$ cat config.mk
export PLATFORM = sky130hd
export DESIGN_NAME = bounded_deque_with_search
export DESIGN_NICKNAME = d
export VERILOG_FILES = /design/src/hw/rtl/bdq_pkg.sv /design/src/hw/rtl/bounded_deque_with_search.sv /design/src/hw/rtl/bdq_cell.sv
export SDC_FILE = /design/constraint.sdc
export NUM_CORES = 2
export LEC_CHECK = 0
export BUFFER_PORTS_ARGS = -buffer_cell sky130_fd_sc_hd__buf_2
export CORE_MARGIN = 2
export CORE_UTILIZATION = 40
export CTS_CLUSTER_DIAMETER = 40
export DETAILED_ROUTE_END_ITERATION = 12
export GPL_TIMING_DRIVEN = 0
export PLACE_DENSITY = 0.55
export SLEW_MARGIN = 0
export SYNTH_ARGS = -nofsm -noshare
export SYNTH_HDL_FRONTEND = slang
export SYNTH_HIERARCHICAL = 1
export SYNTH_SLANG_ARGS = --single-unit
$ cat constraint.sdc
create_clock -name aclk -period 4.2 [get_ports aclk]
set_input_delay 0.21 -clock aclk [delete_from_list [all_inputs] [get_ports aclk]]
set_output_delay 0.21 -clock aclk [all_outputs]
set_load 0.05 [all_outputs]
$ cat src/hw/rtl/bdq_pkg.sv
`default_nettype none

package bdq_pkg;

    // store size and derived widths
    localparam int CAPACITY = 16;
    localparam int CNT_W    = $clog2(CAPACITY + 1);
    localparam int DATA_W   = 32;
    localparam int COUNT_W  = 5;

    // request codes
    typedef enum logic [2:0] {
        ACT_INSERT_FRONT = 3'd0,
        ACT_INSERT_BACK  = 3'd1,
        ACT_REMOVE_FRONT = 3'd2,
        ACT_REMOVE_BACK  = 3'd3,
        ACT_SEARCH       = 3'd4
    } action_t;

    // status codes
    typedef enum logic [1:0] {
        STAT_DONE  = 2'd0,
        STAT_FULL  = 2'd1,
        STAT_EMPTY = 2'd2
    } status_t;

    // per-cell update select
    typedef struct packed {
        logic take_prev;
        logic take_next;
        logic load;
    } cell_ctrl_t;

    // search token walking down the chain
    typedef struct packed {
        logic                     live;
        logic [CNT_W-1:0]         remain;
        logic signed [DATA_W-1:0] key;
        logic                     found;
    } token_t;

endpackage

`default_nettype wire

$ cat src/hw/rtl/bounded_deque_with_search.sv
// insert and remove: result registered in the cycle after the transaction is accepted,
//   a new transaction can be taken every cycle while the result side keeps up
// search: the key walks the chain of CAPACITY cells one cell a cycle, and the result is
//   registered once the key leaves the last cell; input is held off while the search
//   runs, so the next transaction is taken only after the search result is registered
// reset (aresetn low, synchronous) empties the store and drops any search or result
`default_nettype none

module bounded_deque_with_search (
    input  wire logic                              aclk,
    input  wire logic                              aresetn,
    input  wire logic                              s_valid,
    output logic                                   s_ready,
    input  wire logic [2:0]                        s_action,
    input  wire logic signed [bdq_pkg::DATA_W-1:0] s_value,
    output logic                                   m_valid,
    input  wire logic                              m_ready,
    output logic [1:0]                             m_status,
    output logic                                   m_found,
    output logic [bdq_pkg::COUNT_W-1:0]            m_count
);

    localparam int N     = bdq_pkg::CAPACITY;
    localparam int CNT_W = bdq_pkg::CNT_W;

    typedef enum logic [1:0] {
        ST_IDLE   = 2'b01,
        ST_SEARCH = 2'b10
    } state_t;

    state_t                              state_reg, state_next;
    logic [CNT_W-1:0]                    occ_reg, occ_next;
    logic                                m_valid_reg, m_valid_next;
    bdq_pkg::status_t                    status_reg, status_next;
    logic                                found_reg, found_next;
    logic [CNT_W-1:0]                    count_reg, count_next;

    logic                                accept;
    logic                                full;
    logic                                empty;
    bdq_pkg::action_t                    act;
    bdq_pkg::status_t                    req_status;
    logic                                shift_down;
    logic                                shift_up;
    logic                                load_back;
    logic                                go_search;
    logic [CNT_W+bdq_pkg::COUNT_W-1:0]   count_ext;

    logic signed [bdq_pkg::DATA_W-1:0]   entries [N];
    bdq_pkg::token_t                     toks [N];
    bdq_pkg::cell_ctrl_t                 ctrls [N];
    bdq_pkg::token_t                     tok_head;

    // handshake
    assign s_ready = (state_reg == ST_IDLE) && (!m_valid_reg || m_ready);
    assign accept  = s_valid && s_ready;
    assign full    = (occ_reg == CNT_W'(N));
    assign empty   = (occ_reg == '0);
    assign act     = bdq_pkg::action_t'(s_action);

    // decode the request
    always_comb begin
        req_status = bdq_pkg::STAT_DONE;
        occ_next   = occ_reg;
        shift_down = 1'b0;
        shift_up   = 1'b0;
        load_back  = 1'b0;
        go_search  = 1'b0;
        unique case (act)
            bdq_pkg::ACT_INSERT_FRONT: begin
                if (full) begin
                    req_status = bdq_pkg::STAT_FULL;
                end else begin
                    shift_down = accept;
                    occ_next   = occ_reg + 1'b1;
                end
            end
            bdq_pkg::ACT_INSERT_BACK: begin
                if (full) begin
                    req_status = bdq_pkg::STAT_FULL;
                end else begin
                    load_back = accept;
                    occ_next  = occ_reg + 1'b1;
                end
            end
            bdq_pkg::ACT_REMOVE_FRONT: begin
                if (empty) begin
                    req_status = bdq_pkg::STAT_EMPTY;
                end else begin
                    shift_up = accept;
                    occ_next = occ_reg - 1'b1;
                end
            end
            bdq_pkg::ACT_REMOVE_BACK: begin
                if (empty) begin
                    req_status = bdq_pkg::STAT_EMPTY;
                end else begin
                    occ_next = occ_reg - 1'b1;
                end
            end
            bdq_pkg::ACT_SEARCH: begin
                go_search = 1'b1;
            end
            default: begin
                req_status = bdq_pkg::STAT_DONE;
            end
        endcase
    end

    // token entering the first cell
    always_comb begin
        tok_head.live   = accept && go_search;
        tok_head.remain = occ_reg;
        tok_head.key    = s_value;
        tok_head.found  = 1'b0;
    end

    // chain of cells, cell 0 holds the front
    for (genvar i = 0; i < N; i++) begin : g_cell
        logic signed [bdq_pkg::DATA_W-1:0] prev_val;
        logic signed [bdq_pkg::DATA_W-1:0] next_val;
        bdq_pkg::token_t                   tok_in;

        if (i == 0) begin : g_first
            assign prev_val = s_value;
            assign tok_in   = tok_head;
        end else begin : g_mid
            assign prev_val = entries[i-1];
            assign tok_in   = toks[i-1];
        end

        if (i == N - 1) begin : g_last
            assign next_val = entries[i];
        end else begin : g_notlast
            assign next_val = entries[i+1];
        end

        always_comb begin
            ctrls[i].take_prev = shift_down;
            ctrls[i].take_next = shift_up;
            ctrls[i].load      = load_back && (occ_reg == CNT_W'(i));
        end

        bdq_cell u_cell (
            .aclk      (aclk),
            .aresetn   (aresetn),
            .ctrl      (ctrls[i]),
            .prev_val  (prev_val),
            .next_val  (next_val),
            .load_val  (s_value),
            .tok_in    (tok_in),
            .entry_out (entries[i]),
            .tok_out   (toks[i])
        );
    end

    // sequencing and result register
    always_comb begin
        state_next   = state_reg;
        m_valid_next = m_valid_reg;
        status_next  = status_reg;
        found_next   = found_reg;
        count_next   = count_reg;
        if (m_valid_reg && m_ready) begin
            m_valid_next = 1'b0;
        end
        unique case (state_reg)
            ST_IDLE: begin
                if (accept) begin
                    if (go_search) begin
                        state_next = ST_SEARCH;
                    end else begin
                        m_valid_next = 1'b1;
                        status_next  = req_status;
                        found_next   = 1'b0;
                        count_next   = occ_next;
                    end
                end
            end
            ST_SEARCH: begin
                if (toks[N-1].live) begin
                    state_next   = ST_IDLE;
                    m_valid_next = 1'b1;
                    status_next  = bdq_pkg::STAT_DONE;
                    found_next   = toks[N-1].found;
                    count_next   = occ_reg;
                end
            end
            default: begin
                state_next = ST_IDLE;
            end
        endcase
    end

    always_ff @(posedge aclk) begin
        if (!aresetn) begin
            state_reg   <= ST_IDLE;
            occ_reg     <= '0;
            m_valid_reg <= 1'b0;
        end else begin
            state_reg   <= state_next;
            m_valid_reg <= m_valid_next;
            if (accept) begin
                occ_reg <= occ_next;
            end
        end
    end

    always_ff @(posedge aclk) begin
        status_reg <= status_next;
        found_reg  <= found_next;
        count_reg  <= count_next;
    end

    // outputs, count masked to its field
    assign count_ext = {{bdq_pkg::COUNT_W{1'b0}}, count_reg};
    assign m_valid   = m_valid_reg;
    assign m_status  = status_reg;
    assign m_found   = found_reg;
    assign m_count   = count_ext[bdq_pkg::COUNT_W-1:0];

endmodule

`default_nettype wire

$ cat src/hw/rtl/bdq_cell.sv
`default_nettype none

module bdq_cell (
    input  wire logic                             aclk,
    input  wire logic                             aresetn,
    input  wire bdq_pkg::cell_ctrl_t              ctrl,
    input  wire logic signed [bdq_pkg::DATA_W-1:0] prev_val,
    input  wire logic signed [bdq_pkg::DATA_W-1:0] next_val,
    input  wire logic signed [bdq_pkg::DATA_W-1:0] load_val,
    input  wire bdq_pkg::token_t                  tok_in,
    output logic signed [bdq_pkg::DATA_W-1:0]     entry_out,
    output bdq_pkg::token_t                       tok_out
);

    logic signed [bdq_pkg::DATA_W-1:0] entry_reg;
    logic signed [bdq_pkg::DATA_W-1:0] entry_next;
    bdq_pkg::token_t                   tok_reg;
    bdq_pkg::token_t                   tok_next;
    logic                              hit;

    // entry update from neighbors or from the request
    always_comb begin
        priority if (ctrl.take_prev) begin
            entry_next = prev_val;
        end else if (ctrl.take_next) begin
            entry_next = next_val;
        end else if (ctrl.load) begin
            entry_next = load_val;
        end else begin
            entry_next = entry_reg;
        end
    end

    // compare against the passing key while entries remain
    assign hit = (tok_in.remain != '0) && (entry_reg == tok_in.key);

    always_comb begin
        tok_next        = tok_in;
        tok_next.found  = tok_in.found | hit;
        tok_next.remain = (tok_in.remain == '0) ? '0 : tok_in.remain - 1'b1;
    end

    // entry and token, only the token valid is reset
    always_ff @(posedge aclk) begin
        entry_reg      <= entry_next;
        tok_reg.remain <= tok_next.remain;
        tok_reg.key    <= tok_next.key;
        tok_reg.found  <= tok_next.found;
        if (!aresetn) begin
            tok_reg.live <= 1'b0;
        end else begin
            tok_reg.live <= tok_next.live;
        end
    end

    assign entry_out = entry_reg;
    assign tok_out   = tok_reg;

endmodule

`default_nettype wire
# Yosys cells after proc, flatten, opt, wreduce, memory -nomap -nowiden
# Cells that the tools add are included.
# W data, S select, Z words.
# word_totals
regBits	1115
elab_cells	331
output_inout_bits	10
# classes
eq_ne	43
n_mux	81
reduce_logical	92
bitwise	15
n_addsub	16
# op_table
op	n
$mux W32	48
$eq A32 B32 Y1	16
$reduce_bool A5 Y1	16
$logic_not A5 Y1	15
$sub A5 B1 Y5 const B	15
$reduce_bool A3 Y1	15
$eq A5 B4 Y1 const B	8
$logic_and A1 B1 Y1	36
$mux W5	5
$eq A5 B3 Y1 const B	4
$pmux W5 S2	2
$or A1 B1 Y1	15
$mux W1	14
$mux W2	7
$pmux W2 S2	3
$eq A5 B2 Y1 const B	2
$ne A2 B2 Y1 const B	4
$eq A3 B2 Y1 const B	2
$add A5 B1 Y5 const B	1
$eq A5 B1 Y1 const B	1
$eq A5 B5 Y1 const B	1
$pmux W1 S2	2
$reduce_and A4 Y1	1
$reduce_bool A2 Y1	2
11 further kinds	12

# Longest topological paths before layout
# depth
word_depth	10
depth_mapped	9
mapped_depth_nobuf	7

# Modules after synthesis
# The synthesis kept the hierarchy.
# modules_own_cells
module	area_per_inst_um2	seq_area_each_um2	cells_per_inst	n_inst
bdq_cell	2901.5	1741.7	240	16
bounded_deque_with_search	1216.2	400.4	146	1

# Worst setup path after synthesis
# No wires, ideal clock.
# synth_timing
path_kind	register to register
start	reg occ_reg[0]
end	reg g_cell[11].u_cell.entry_reg (netlist bit g_cell[11].u_cell/entry_out[0]) (enable)
path_stages_with_launch	8
setup_time_ns	0.390
arrival_ns	3.944
setup_slack_ns	-0.134
t_required_ns	3.810
period_less_slack_ns	4.334
cell_sequence	dfxtp_1 -> inv_1 -> ha_1 -> and4bb_2 -> or2_4 -> nor3_1 -> clkbuf_1 -> or3_1
# synth_lines
item	line	rtl
from (decl)	bounded_deque_with_search.sv:32	logic [CNT_W-1:0] occ_reg, occ_next;
from (signal assigned)	bounded_deque_with_search.sv:204	occ_reg <= occ_next;
to (signal assigned)	bdq_cell.sv:45	entry_reg <= entry_next;
to (decl)	bdq_cell.sv:15	logic signed [bdq_pkg::DATA_W-1:0] entry_reg;

==> reports/qor_table.md <==
| Parameter | This run |
|---|---|
| Overall routed net length | 121.7 mm |
| Vias after detailed routing | 28450 |
| Die Wd | 346.2 um |
| Vertical extent of the die | 346.2 um |
| Post-route antenna net violation count | 0 |
| Global-route wire length before repair | 180.0 mm |
| Grt met3 use | 2.637% |
| H-tree depth | 4 |
| Worst clock skew on the final layout | 0.02096 ns |
| Post-synthesis cell count | 3937 |
| Top library cells by usage in the layout, fill and taps aside | sky130_fd_sc_hd__dfxtp_1 (595), sky130_fd_sc_hd__nand2_1 (552), sky130_fd_sc_hd__edfxtp_1 (520), sky130_fd_sc_hd__o21ai_0 (516), sky130_fd_sc_hd__mux2i_1 (513) |
| Post-DP HPWL | 97.30 mm |
| RR Startpoint | occ_reg[0] |
| Final Max Tran Viols | 0 |
| Diodes inserted | 0 |
| Delay of the slowest cell on the worst path | 0.71 ns |
| Cell Pwr Density | 521.0 nW/um^2 |
| Syn Std Cell Area | 46830 sq um |
| Most common cell after layout, fill and taps aside | sky130_fd_sc_hd__dfxtp_1 |
| Number of failing hold endpoints at the final stage | 0 |
| Register-to-register setup slack | 0.35 ns |
| Run status | completed |
| Peak supply drop | 0.3927 mV |
| Signed area change from the synthesized netlist to the final layout | 16.62% |
| WS Path Type | reg2reg |
| Syn Area/Cell | 11.89 sq um |
| Effective utilization at floorplan | 40.30% |
| Worst hold path class | in2reg |
| Overall overflow remaining after global route | 0 |
| Setup repair after global routing missed its margin | false |
| Number of buffers on the longest clock path | 3 |
| Final core utilization | 47.00% |
| Arrival time at the worst endpoint | 4.21 ns |
| I/O Buffers | 47 |
| Area of combinational cells with multiple inputs | 18420 sq um |
| Fraction of layout instances using a drive strength above 1 | 10.72% |
| Worst Hold Path EP | g_cell[0].u_cell/tok_out[38] |
| Cell at the root of the clock tree | sky130_fd_sc_hd__clkbuf_16 |
| Final min period | 3.850 ns |
| Core footprint | 116200 sq um |
| Reg2Reg Capture Point | g_cell[0].u_cell/entry_out[30] |
| Global placement routability congestion | 0.8205 |
| Via count of the first global-routing pass | 28660 |
| Count of pins on the block boundary | 49 |
| CP max stage cell | sky130_fd_sc_hd__or3_2 |
| Sum of buffers and inverters on the critical path | 1 |
| Type of destination of the critical path | register |
| Met1 Resource Use GR | 26.14% |
| Maximum net fanout on the critical path | 32 |
| Clk_lat worst skew | 0.74 ns |
| Critical path, cell by cell | inv_1 -> ha_1 -> and4bb_2 -> nor4_4 -> nand3_1 -> nor2_1 -> or3_2 |
| Initial antenna violation count | 2 |
| Post-synth net total | 4015 |
| Max FFs per register | 587 |
| Stages on the worst setup path | 7 |
| Die ar. | 119800 sq um |
| TritonCTS clock tree | done |
| Total of warnings raised by yosys | 6 |
| Pin count of the biggest net entering global routing | 33 |
| Static leakage | 0.01786 uW |
| Type of origin of the critical path | register |
| Post-route DRC | 0 |
| Register Area | 27530 sq um |
| DR vias/cell | 4.878 |
| Pre-CTS setup slack | -0.4164 ns |
| Worst slew slack as a fraction of its limit | 48.97% |
| Sinks on the clock net | 1115 |
| Tightest Pin Transition | 0.7654 ns |
| Top achievable clock speed | 259.8 MHz |
| Min-Delay Path Depth | 4 |
| Site Rows | 125 |
| Detailed Routing Iterations Pass 1 | 5 |
| Wirelength per Cell | 20.87 um |
| Violation count after the first detailed-route iteration | 2129 |
| Path depth of the worst reg2reg path | 7 |
| Final setup vio count | 0 |
| Hold Path Origin | s_action[0] |
| GRT Overall Usage | 19.90% |
| Top delay family on crit path | simple AND/OR/NAND/NOR gates |
| GRT met2 Usage | 33.62% |
| Max-Cap Viols | 0 |
| Worst endpoint required time | 4.56 ns |
| Fill cell instance count of the final layout | 10730 |
| Least setup slack across all paths after layout | 0.3503 ns |
| Final worst path period share | 91.66% |
| Clk slew on worst S/H paths | 0.05 ns |
| Most Crowded Layer GR | met2 |
| Number of nets in the layout | 4258 |
| Number of buffers inserted during clock tree synthesis | 151 |
==> layer usage <==
layer | share of wire (%) | vias to the layer above
li1 | - | 14390
met1 | 46 | 13200
met2 | 48 | 684
met3 | 3.9 | 177
met4 | 2.6 | 0
met5 | 0 | -
==> worst reg2reg max path: stages, from the launching register on <==
cell,delay (ns)
sky130_fd_sc_hd__dfxtp_1,0.53
sky130_fd_sc_hd__inv_1,0.22
sky130_fd_sc_hd__ha_1,0.32
sky130_fd_sc_hd__and4bb_2,0.33
sky130_fd_sc_hd__nor4_4,0.42
sky130_fd_sc_hd__nand3_1,0.42
sky130_fd_sc_hd__nor2_1,0.50
sky130_fd_sc_hd__or3_2,0.72
==> final cells by class <==
type	instances	share of cell area [%]
Buffer	184	1.446
Clock inverter	84	1.682
Tap cell	1524	3.491
Timing Repair Buffer	90	1.262
Inverter	39	0.2680
Sequential cell	1115	50.40
Clock buffer	198	7.732
Multi-Input combinational cell	2599	33.72
==> stage by stage <==
step / setup TNS (ns) / total power, uW / std cells / area, sq um / hold WS (ns)
after floorplan: 0 / 15050 / 3937 / 46830 / 0.2377
after detailed placement: -145.41 / 15890 / 5511 / 49020 / 0.3541
after global placement: -1360.71 / 15810 / 5508 / 48980 / 0.3518
final: 0 / 28460 / 5833 / 54610 / 0.09341
after global routing: 0 / 29620 / 5833 / 54610 / 0.09941
after CTS: 0 / 28750 / 5831 / 54570 / 0.02563
==> worst max path at each step <==
| stage | slack, ns | startpoint | to |
|---|---|---|---|
| 5_1_grt | 0.19 | occ_reg[0] | g_cell[0].u_cell/entry_out[5] |
| 3_3_place_gp | -1.63 | occ_reg[0] | g_cell[0].u_cell/entry_out[23] |
| 6_report | 0.35 | occ_reg[0] | g_cell[0].u_cell/entry_out[30] |
| 3_5_place_dp | -0.42 | occ_reg[0] | g_cell[12].u_cell/entry_out[23] |
| 2_1_floorplan | 0.48 | occ_reg[0] | g_cell[11].u_cell/entry_out[0] |
| 4_1_cts | 0.03 | occ_reg[0] | g_cell[12].u_cell/entry_out[15] |
==> power by group <==
part | leakage, uW | switching (uW) | internal, uW
Combinational | 0.00562 | 1420 | 1230
Sequential | 0.00975 | 745 | 12300
Clock | 0.00249 | 4960 | 7810
Total | 0.0179 | 7120 | 21300
==> repair_timing <==
action | CTS | global route
buffers inserted | 0 | 2
hold buffers | 38 | 0
gates resized for setup | 17 | 2
endpoints found under the hold margin | 58 | 0
pin swaps | 0 | 1
setup endpoints to repair | 512 | 449
No activity file was read; power rests on OpenSTA's default activity.
